### src/rtl/nlc_pkg.sv
package nlc_pkg;

	typedef enum logic [3:0] {
		ST_START     = 4'd0,
		ST_SIGNED    = 4'd1,
		ST_ZERO      = 4'd2,
		ST_HEX       = 4'd3,
		ST_INTDIG    = 4'd4,
		ST_FRAC      = 4'd5,
		ST_EXP       = 4'd6,
		ST_EXPSIGN   = 4'd7,
		ST_EXPDIG    = 4'd8,
		ST_REJECT    = 4'd9,
		ST_END_NONE  = 4'd10,
		ST_END_INT   = 4'd11,
		ST_END_FLOAT = 4'd12
	} scan_state_t;

	typedef enum logic [1:0] {
		VERDICT_NONE  = 2'd0,
		VERDICT_INT   = 2'd1,
		VERDICT_FLOAT = 2'd2
	} verdict_t;

	localparam logic [7:0] CH_NUL   = 8'h00;
	localparam logic [7:0] CH_PLUS  = 8'h2b;
	localparam logic [7:0] CH_MINUS = 8'h2d;
	localparam logic [7:0] CH_POINT = 8'h2e;
	localparam logic [7:0] CH_ZERO  = 8'h30;
	localparam logic [7:0] CH_NINE  = 8'h39;
	localparam logic [7:0] CH_UC_A  = 8'h41;
	localparam logic [7:0] CH_UC_E  = 8'h45;
	localparam logic [7:0] CH_UC_F  = 8'h46;
	localparam logic [7:0] CH_UC_X  = 8'h58;
	localparam logic [7:0] CH_LC_A  = 8'h61;
	localparam logic [7:0] CH_LC_E  = 8'h65;
	localparam logic [7:0] CH_LC_F  = 8'h66;
	localparam logic [7:0] CH_LC_X  = 8'h78;

	typedef struct packed {
		logic       valid;
		logic [7:0] char_code;
		logic       last;
	} item_t;

	function automatic logic is_dec(input logic [7:0] c);
		return c inside {[CH_ZERO:CH_NINE]};
	endfunction

	function automatic logic is_hex(input logic [7:0] c);
		return c inside {[CH_ZERO:CH_NINE], [CH_LC_A:CH_LC_F], [CH_UC_A:CH_UC_F]};
	endfunction

	function automatic logic is_sign(input logic [7:0] c);
		return (c == CH_PLUS) || (c == CH_MINUS);
	endfunction

	function automatic verdict_t verdict_of(input scan_state_t st);
		verdict_t v;
		case (st)
			ST_ZERO, ST_HEX, ST_INTDIG, ST_END_INT: v = VERDICT_INT;
			ST_FRAC, ST_EXPDIG, ST_END_FLOAT:       v = VERDICT_FLOAT;
			default:                                v = VERDICT_NONE;
		endcase
		return v;
	endfunction

	function automatic scan_state_t advance(input scan_state_t st, input logic [7:0] c);
		scan_state_t nx;
		nx = ST_REJECT;
		if (st inside {ST_END_NONE, ST_END_INT, ST_END_FLOAT}) begin
			nx = st;
		end else if (c == CH_NUL) begin
			case (verdict_of(st))
				VERDICT_INT:   nx = ST_END_INT;
				VERDICT_FLOAT: nx = ST_END_FLOAT;
				default:       nx = ST_END_NONE;
			endcase
		end else begin
			case (st)
				ST_START, ST_SIGNED: begin
					if (st == ST_START && is_sign(c)) nx = ST_SIGNED;
					else if (c == CH_ZERO)            nx = ST_ZERO;
					else if (is_dec(c))               nx = ST_INTDIG;
					else                              nx = ST_REJECT;
				end
				ST_ZERO, ST_INTDIG: begin
					if (st == ST_ZERO && (c == CH_LC_X || c == CH_UC_X)) nx = ST_HEX;
					else if (is_dec(c))                                 nx = ST_INTDIG;
					else if (c == CH_POINT)                             nx = ST_FRAC;
					else                                                nx = ST_REJECT;
				end
				ST_HEX: begin
					nx = is_hex(c) ? ST_HEX : ST_REJECT;
				end
				ST_FRAC: begin
					if (is_dec(c))                          nx = ST_FRAC;
					else if (c == CH_LC_E || c == CH_UC_E)  nx = ST_EXP;
					else                                    nx = ST_REJECT;
				end
				ST_EXP, ST_EXPSIGN, ST_EXPDIG: begin
					if (st == ST_EXP && is_sign(c)) nx = ST_EXPSIGN;
					else if (is_dec(c))              nx = ST_EXPDIG;
					else                             nx = ST_REJECT;
				end
				default: begin
					nx = ST_REJECT;
				end
			endcase
		end
		return nx;
	endfunction

endpackage

### src/rtl/nlc_in_reg.sv
module nlc_in_reg (
	input  logic           clk,
	input  logic           arst_n,
	input  logic           in_valid,
	input  logic [7:0]     char_code,
	input  logic           last,
	input  logic           take,
	output logic           in_ready,
	output nlc_pkg::item_t item_s1
);
	import nlc_pkg::*;

	assign in_ready = !item_s1.valid || take;

	always_ff @(posedge clk or negedge arst_n) begin
		if (!arst_n) begin
			item_s1 <= '0;
		end else if (in_valid && in_ready) begin
			item_s1 <= '{valid: 1'b1, char_code: char_code, last: last};
		end else if (take) begin
			item_s1.valid <= 1'b0;
		end
	end

endmodule

### src/rtl/nlc_scanner.sv
module nlc_scanner (
	input  logic             clk,
	input  logic             arst_n,
	input  nlc_pkg::item_t   item_s1,
	input  logic             take,
	output nlc_pkg::verdict_t verdict_nx
);
	import nlc_pkg::*;

	scan_state_t state_q;
	scan_state_t state_nx;

	always_comb begin
		state_nx   = advance(state_q, item_s1.char_code);
		verdict_nx = verdict_of(state_nx);
	end

	always_ff @(posedge clk or negedge arst_n) begin
		if (!arst_n) begin
			state_q <= ST_START;
		end else if (take) begin
			state_q <= item_s1.last ? ST_START : state_nx;
		end
	end

endmodule

### src/rtl/numeric_literal_classifier.sv
// the verdict is registered and out_valid set when the item marked last is taken from stage 1
// throughput: one item per cycle while input is not stalled, set by the scan state update
// a held verdict stalls input only when the next last item reaches stage 1
// reset: arst_n clears the stage and result valids and returns the scanner
// to the start of a token
module numeric_literal_classifier (
	input  logic       clk,
	input  logic       arst_n,
	input  logic       in_valid,
	output logic       in_ready,
	input  logic [7:0] char_code,
	input  logic       last,
	output logic       out_valid,
	input  logic       out_ready,
	output logic [1:0] verdict
);
	import nlc_pkg::*;

	item_t    item_s1;
	logic     take;
	verdict_t verdict_nx;
	verdict_t verdict_q;
	logic     out_valid_q;

	assign take = item_s1.valid && (!item_s1.last || !out_valid_q || out_ready);

	nlc_in_reg u_in_reg (
		.clk       (clk),
		.arst_n    (arst_n),
		.in_valid  (in_valid),
		.char_code (char_code),
		.last      (last),
		.take      (take),
		.in_ready  (in_ready),
		.item_s1   (item_s1)
	);

	nlc_scanner u_scanner (
		.clk        (clk),
		.arst_n     (arst_n),
		.item_s1    (item_s1),
		.take       (take),
		.verdict_nx (verdict_nx)
	);

	always_ff @(posedge clk or negedge arst_n) begin
		if (!arst_n) begin
			out_valid_q <= 1'b0;
		end else if (take && item_s1.last) begin
			out_valid_q <= 1'b1;
		end else if (out_ready) begin
			out_valid_q <= 1'b0;
		end
	end

	always_ff @(posedge clk) begin
		if (take && item_s1.last) begin
			verdict_q <= verdict_nx;
		end
	end

	assign out_valid = out_valid_q;
	assign verdict   = verdict_q;

endmodule

### config.mk
export PLATFORM = sky130hd
export DESIGN_NAME = numeric_literal_classifier
export DESIGN_NICKNAME = d
export VERILOG_FILES = /design/src/rtl/nlc_pkg.sv /design/src/rtl/nlc_in_reg.sv /design/src/rtl/nlc_scanner.sv /design/src/rtl/numeric_literal_classifier.sv
export SDC_FILE = /design/constraint.sdc
export NUM_CORES = 1
export LEC_CHECK = 0
export BUFFER_PORTS_ARGS = -buffer_cell sky130_fd_sc_hd__buf_2
export CORE_MARGIN = 2
export CORE_UTILIZATION = 50
export DETAILED_ROUTE_END_ITERATION = 6
export HOLD_SLACK_MARGIN = 0.02
export PLACE_DENSITY = 0.72
export SYNTH_ARGS = -nofsm -noshare
export SYNTH_HDL_FRONTEND = slang
export SYNTH_SLANG_ARGS = --single-unit
### constraint.sdc
create_clock -name clk -period 3.3 [get_ports clk]
set_clock_uncertainty 0.15 [all_clocks]
set_input_delay 0.495 -clock clk [delete_from_list [all_inputs] [get_ports clk]]
set_output_delay 0.495 -clock clk [all_outputs]
set_load 0.03 [all_outputs]
---- Yosys cells after proc, flatten, opt, wreduce, memory -nomap -nowiden ----
Index checks and enable logic that the tools add are counted.
cells by class
  magnitude comparators ................... 6
  eq/ne operators ......................... 28
  muxes and demuxes ....................... 24
  reduce and logical (&&, ||, !) cells .... 31
operators by type and width
  kind                  count
  $mux W4               13
  $eq A8 B6 Y1 const B  4
  $eq A8 B7 Y1 const B  4
  $eq A4 B4 Y1 const B  7
  $eq A4 B3 Y1 const B  6
  $pmux W4 S5           1
  $eq A4 B2 Y1 const B  4
  $ge A8 B7 Y1 const B  2
  $le A8 B7 Y1 const B  2
  $logic_and A1 B1 Y1   9
  $reduce_or A3 Y1      3
  $ge A8 B6 Y1 const B  1
  $le A8 B6 Y1 const B  1
  $logic_not A8 Y1      1
  $pmux W2 S2           2
  $reduce_or A4 Y1      2
  $logic_or A1 B1 Y1    6
  $pmux W3 S2           1
  $reduce_bool A3 Y1    2
  $mux W1               5
  $eq A4 B1 Y1 const B  1
  $logic_not A4 Y1      1
  $mux W2               2
  $reduce_bool A2 Y1    2
  other kinds (4)       7
storage, ports and cells
  bits in registers ....................... 17
  bits of input ports ..................... 13
  output and inout port bits .............. 4
  logic and storage cells ................. 95

---- Longest topological paths before layout ----
  depth after elaboration ................. 12
  mapped depth ............................ 7

---- Modules after synthesis ----
A second synthesis with hierarchy kept.
second synthesis, totals
  cells, all modules ...................... 117
  area, all modules ....................... 1217.4 um^2
modules (own cells, without submodules)
  module                      times used  cells an instance  area each (um^2)  sequential area each (um^2)
  nlc_scanner                 1           87                 668.1             100.1
  nlc_in_reg                  1           22                 425.4             250.2
  numeric_literal_classifier  1           8                  123.9             85.1

---- Worst setup path before layout ----
No wires, ideal clock.
  path kind ............................... register to register
  start point ............................. reg u_in_reg.item_s1[8] (netlist name)
  end point ............................... reg verdict_q[0], in the netlist verdict[0], data pin
  library setup time ...................... 0.261 ns
  arrival ................................. 2.060 ns
  setup slack ............................. 0.829 ns
  cell stages (with the launch flop) ...... 7
  buffers on the path ..................... 0
  cell sequence ........................... dfrtp_1 -> nand4b_1 -> or4_4 -> a2111oi_4 -> nor4b_1 -> o211a_1 -> a311o_1
on the way
  longest elaborated chain between the ends .. 11
  elaborated cells between the ends (all ways) .. 49
  those cells by class .................... order compare (6); eq/ne (15); mux (15); reduce/logical (13)
ends and longest elaborated chain
  item                                                  line                              text
  $ge A8 B6 Y1 or $le A8 B6 Y1 (tied branches)          nlc_pkg.sv:47, nlc_pkg.sv:51
  $logic_and A1 B1 Y1                                   nlc_pkg.sv:47, nlc_pkg.sv:51
  $mux W4                                               nlc_pkg.sv:84                     else if (is_dec(c)) nx = ST_INTDIG;
  $mux W4                                               nlc_pkg.sv:83                     else if (c == CH_ZERO) nx = ST_ZERO;
  $mux W4                                               nlc_pkg.sv:82                     if (st == ST_START && is_sign(c)) nx = ST_SIGNED;
  $pmux W4 S5                                           nlc_pkg.sv:80                     case (st)
  $mux W4 *                                             nlc_pkg.sv:73                     end else if (c == CH_NUL) begin
  $mux W4 *                                             nlc_pkg.sv:71                     if (st inside {ST_END_NONE, ST_END_INT, ST_END_FLOAT}) begin
  $eq A4 B2 Y1, or another cell as far along            nlc_pkg.sv:60                     case (st)
  $reduce_or A4 Y1 or $reduce_or A3 Y1 (tied branches)  nlc_pkg.sv:60
  $pmux W2 S2 *                                         nlc_pkg.sv:60
  via u_scanner.verdict_nx[0]                           nlc_scanner.sv:6                  output nlc_pkg::verdict_t verdict_nx
  end signal, assigned                                  numeric_literal_classifier.sv:58  verdict_q <= verdict_nx;
  end, declared                                         numeric_literal_classifier.sv:22  verdict_t verdict_q;
The timed path passes the listed nets; every way through them passes the cells marked *.
A chain may end at the register's enable or synchronous reset.

---- Worst setup path after layout ----
  start point ............................. reg u_in_reg.item_s1[5] (netlist name)
  end point ............................... reg verdict_q[0], in the netlist verdict[0], data pin
on the way
  longest elaborated chain between the ends .. 11
  elaborated cells between the ends (all ways) .. 49
  those cells by class .................... order compare (6); eq/ne (15); mux (15); reduce/logical (13)
ends and longest elaborated chain
  item                                                  line
  $ge A8 B6 Y1 or $le A8 B6 Y1 (tied branches)          nlc_pkg.sv:47, nlc_pkg.sv:51
  $logic_and A1 B1 Y1                                   nlc_pkg.sv:47, nlc_pkg.sv:51
  $mux W4                                               nlc_pkg.sv:84
  $mux W4                                               nlc_pkg.sv:83
  $mux W4                                               nlc_pkg.sv:82
  $pmux W4 S5                                           nlc_pkg.sv:80
  $mux W4 *                                             nlc_pkg.sv:73
  $mux W4 *                                             nlc_pkg.sv:71
  $eq A4 B2 Y1, or another cell as far along            nlc_pkg.sv:60
  $reduce_or A4 Y1 or $reduce_or A3 Y1 (tied branches)  nlc_pkg.sv:60
  $pmux W2 S2 *                                         nlc_pkg.sv:60
  via u_scanner.verdict_nx[0]                           nlc_scanner.sv:6
Marked as above.

==> Flow_metrics.wiki <==
{| class="wikitable"
! Metric !! Value
|-
| Internal Power || 0.361 mW
|-
| Resized cells post-CTS || 0
|-
| Fin crit period || 2.74 ns
|-
| Synthesized flop and latch total || 17
|-
| Global-route wire length before repair || 4.63 mm
|-
| Share of the cycle needed by the critical path after routing || 0.831
|-
| Via count of the first global-routing pass || 1003
|-
| Clock tree from TritonCTS || done
|-
| Starting DRC count in detailed routing || 38
|-
| Post-Syn Nets || 146
|-
| Number of enable-type register cells in the synthesized netlist || 2
|-
| Area growth from synthesis to final layout || 10.1%
|-
| Sequential cell area in the final layout || 435 um2
|-
| Crit. End Element || flip-flop
|-
| DRC violation count after routing || 0
|-
| Detailed Routing Iterations Pass 1 || 4
|-
| Share of synthesized area occupied by flip-flops and latches || 0.356
|-
| Hold Worst Slack || 0.254 ns
|-
| Lkg Pwr || 0.535 nW
|-
| Final Core Density || 0.597
|-
| Antenna violations before repair || 0
|-
| Required time of the worst setup path || 3.19 ns
|-
| Worst setup path category || reg2reg
|-
| H-tree level count || 1
|-
| Total clock sinks || 17
|-
| Type of the tightest min-delay check || in2reg
|-
| Via/cell ratio || 6.21
|-
| Total negative slack for setup checks || 0 ns
|-
| Core Footprint || 0.00225 mm2
|-
| Vias after detailed routing || 1086
|-
| Initial standard-cell utilization of the core || 0.542
|-
| Peak supply drop || 0.301 mV
|-
| Half-perimeter wire length of the detailed placement result || 2.01 mm
|-
| Number of distinct library cells after synthesis || 45
|-
| RSZ-0062 raised after global routing || no
|-
| Clock insertion delay at the later pin of the skew report || 0.29 ns
|-
| Finish-stage setup viols || 0
|-
| Worst slew margin || 0.562
|-
| Post-place instance area || 0.00131 mm2
|-
| Root Buffer || sky130_fd_sc_hd__clkbuf_4
|-
| Deepest clock path buffer count || 2
|-
| Critical path launch point type || flip-flop
|-
| Die extent in x || 53.4 um
|-
| Run status || finished, final reports clean
|-
| Area of the mapped netlist || 0.00122 mm2
|-
| Post-Route WL || 2.63 mm
|-
| Net switching power figure || 0.201 mW
|-
| Arrival @ worst endpoint || 2.63 ns
|-
| Met3 Resource Use GR || 0.0169
|-
| Global-route met1 utilization || 0.321
|-
| Number of I/O pins || 17
|-
| Placement-stage worst setup slack || 0.601 ns
|-
| Clock Power Share || 0.196
|-
| Register share of total power || 0.522
|-
| Endpoints failing hold || 0
|-
| GR met2 Demand/Resource || 0.346
|-
| GP Congestion || 0.902
|-
| Share of async-settable or async-resettable flops after synthesis || 0.882
|-
| Final Max Tran Viols || 0
|-
| Maximum fanout encountered on the critical timing path || 11
|-
| Power per unit of standard cell area || 417 mW/mm2
|-
| Synthesis Warnings || 0
|-
| Ys flop type || sky130_fd_sc_hd__dfrtp_1
|-
| Net count reported at finish || 161
|-
| Count of antenna-violating nets left after detailed routing || 0
|-
| Final Worst Setup Slack || 0.559 ns
|-
| Number of max-capacitance violations reported || 0
|-
| Inserted Clock Buffers || 3
|-
| Die outline area || 0.00286 mm2
|-
| Number of core rows || 17
|-
| Fill cell total of the finished layout || 204
|-
| Number of I/O port buffers || 16
|-
| Average routed wire per standard cell || 15.0 um
|-
| Multi-input logic area || 733 um2
|-
| Worst slew pin tran || 0.656 ns
|-
| Die H || 53.4 um
|-
| Grt peak-use layer || met2
|-
| Maximum number of pins on one net before global-route repair || 18
|-
| Diode insertion count for antenna repair || 0
|-
| Aggregate global-route resource usage || 0.222
|-
| Final standard cell area without fillers || 0.00135 mm2
|-
| Top achievable clock speed || 365 MHz
|-
| Clock transition at the registers of the reported paths || 0.09 ns
|-
| Fraction of final layout cells sized beyond drive strength 1 || 0.224
|-
| Post-Syn Instances || 133
|-
| Share of total power in combinational logic || 0.282
|-
| Avg Synthesized Cell Area || 9.19 um2
|-
| Share of total power consumed by net switching || 0.358
|-
| Overflow left after global routing || 0
|}
## kinds of logic (layout without fill, tap and decap cells)
kind of cell              Yosys count  after routing  share of synthesized area
AOI/OAI and AO/OA                  36             36                      0.231
DFF                                17             17                      0.356
xor gates and xnor gates            1              1                    0.00717
muxes                               9              9                     0.0829
buffers and inverters              13             27                     0.0440
and+or+nand+nor                    57             57                      0.278
## final cells by class
class | instances | share of cell area
clock buffer | 4 | 0.0195
multi-input combinational | 103 | 0.545
sequential | 17 | 0.323
tap | 28 | 0.0260
inverter | 5 | 0.0139
timing repair buffer | 18 | 0.0725
## what timing repair did
action / in CTS / in global routing
endpoints found under the hold margin: 15 / 0
setup buffers: 0 / 0
hold buffers: 1 / 0
## layer usage
layer | routed length [um] | share of wire
met1 | 1280 | 0.49
met2 | 1230 | 0.47
met3 | 93 | 0.035
met4 | 25 | 0.0095
met5 | 0 | 0
## worst max-delay path, stage by stage (launching register included)
cell and delay [ns]:
sky130_fd_sc_hd__dfrtp_1 0.55, sky130_fd_sc_hd__nand4b_1 0.19, sky130_fd_sc_hd__or4_4 0.52, sky130_fd_sc_hd__a2111oi_4 0.41, sky130_fd_sc_hd__nor4b_1 0.14, sky130_fd_sc_hd__o211a_1 0.22
sky130_fd_sc_hd__a311o_1 0.31
## final timing paths
path                                      from                    to  slack (ns)  cells after the start
setup / recovery           u_in_reg.item_s1[5]            verdict[0]        0.56                      6
hold / removal                        in_valid   u_in_reg.item_s1[9]        0.25                      2
setup reg to reg           u_in_reg.item_s1[5]            verdict[0]        0.56                      6
hold reg to reg            u_in_reg.item_s1[0]   u_in_reg.item_s1[0]        0.41                      1
max in group asynchronous               arst_n  u_scanner.state_q[0]        2.25                      2
min in group asynchronous               arst_n   u_in_reg.item_s1[4]        0.49                      2
## layout by cell type (no fill, tap or decap), drive strengths merged, types with 3 or more instances in the layout
master | Yosys | routed
nor2 | 3 | 3
nor3 | 3 | 3
a21oi | 5 | 5
nand2b | 5 | 5
nand2 | 14 | 14
dfrtp | 15 | 15
nor2b | 3 | 3
inv | 5 | 5
o21ai | 8 | 8
buf | 4 | 17
mux2 | 9 | 9
o21a | 3 | 3
nand4b | 3 | 3
clkbuf | 4 | 4
nor4b | 3 | 3
nand3 | 6 | 6
## flip-flops by register name (all words and copies together), names as in the netlist
name and count:
verdict 2, out_valid 1, u_scanner.state_q 4, u_in_reg.item_s1 10
## power groups by stage
| stage | logic [mW] | clock network, mW | registers [mW] |
|---|---|---|---|
| after floorplan | 0.141 | 0 | 0.269 |
| after global placement | 0.152 | 0 | 0.296 |
| after detailed placement | 0.155 | 0 | 0.296 |
| after CTS | 0.157 | 0.115 | 0.292 |
| after global routing | 0.176 | 0.122 | 0.301 |
| final | 0.159 | 0.110 | 0.293 |
## synth_stat cells (2+ instances only)
| cell | n | area, um2 |
|---|---|---|
| sky130_fd_sc_hd__a211o_1 | 2 | 17.5 |
| sky130_fd_sc_hd__a21oi_1 | 5 | 25.0 |
| sky130_fd_sc_hd__a22oi_1 | 2 | 15.0 |
| sky130_fd_sc_hd__and2_1 | 2 | 12.5 |
| sky130_fd_sc_hd__and3_1 | 2 | 12.5 |
| sky130_fd_sc_hd__and3b_1 | 2 | 17.5 |
| sky130_fd_sc_hd__buf_2 | 4 | 20.0 |
| sky130_fd_sc_hd__clkbuf_1 | 4 | 15.0 |
| sky130_fd_sc_hd__dfrtp_1 | 15 | 375 |
| sky130_fd_sc_hd__edfxtp_1 | 2 | 60.1 |
| sky130_fd_sc_hd__inv_1 | 5 | 18.8 |
| sky130_fd_sc_hd__mux2_2 | 9 | 101 |
| sky130_fd_sc_hd__nand2_1 | 14 | 52.6 |
| sky130_fd_sc_hd__nand2b_1 | 5 | 31.3 |
| sky130_fd_sc_hd__nand3_1 | 6 | 30.0 |
| sky130_fd_sc_hd__nand4b_1 | 3 | 26.3 |
| sky130_fd_sc_hd__nor2_1 | 3 | 11.3 |
| sky130_fd_sc_hd__nor2b_1 | 3 | 18.8 |
| sky130_fd_sc_hd__nor3_1 | 3 | 15.0 |
| sky130_fd_sc_hd__nor3b_1 | 2 | 15.0 |
| sky130_fd_sc_hd__nor4_1 | 2 | 12.5 |
| sky130_fd_sc_hd__nor4b_1 | 3 | 26.3 |
| sky130_fd_sc_hd__nor4bb_1 | 2 | 20.0 |
| sky130_fd_sc_hd__o21a_1 | 3 | 22.5 |
| sky130_fd_sc_hd__o21ai_0 | 8 | 40.0 |
| sky130_fd_sc_hd__o221ai_1 | 2 | 17.5 |
| sky130_fd_sc_hd__o22a_1 | 2 | 17.5 |
## metrics by stage
step / instances / power [mW]
final: 175 / 0.561
after floorplan: 133 / 0.411
after detailed placement: 170 / 0.451
after CTS: 175 / 0.564
after global placement: 170 / 0.448
after global routing: 175 / 0.599
(Power assumes the default switching activity.)
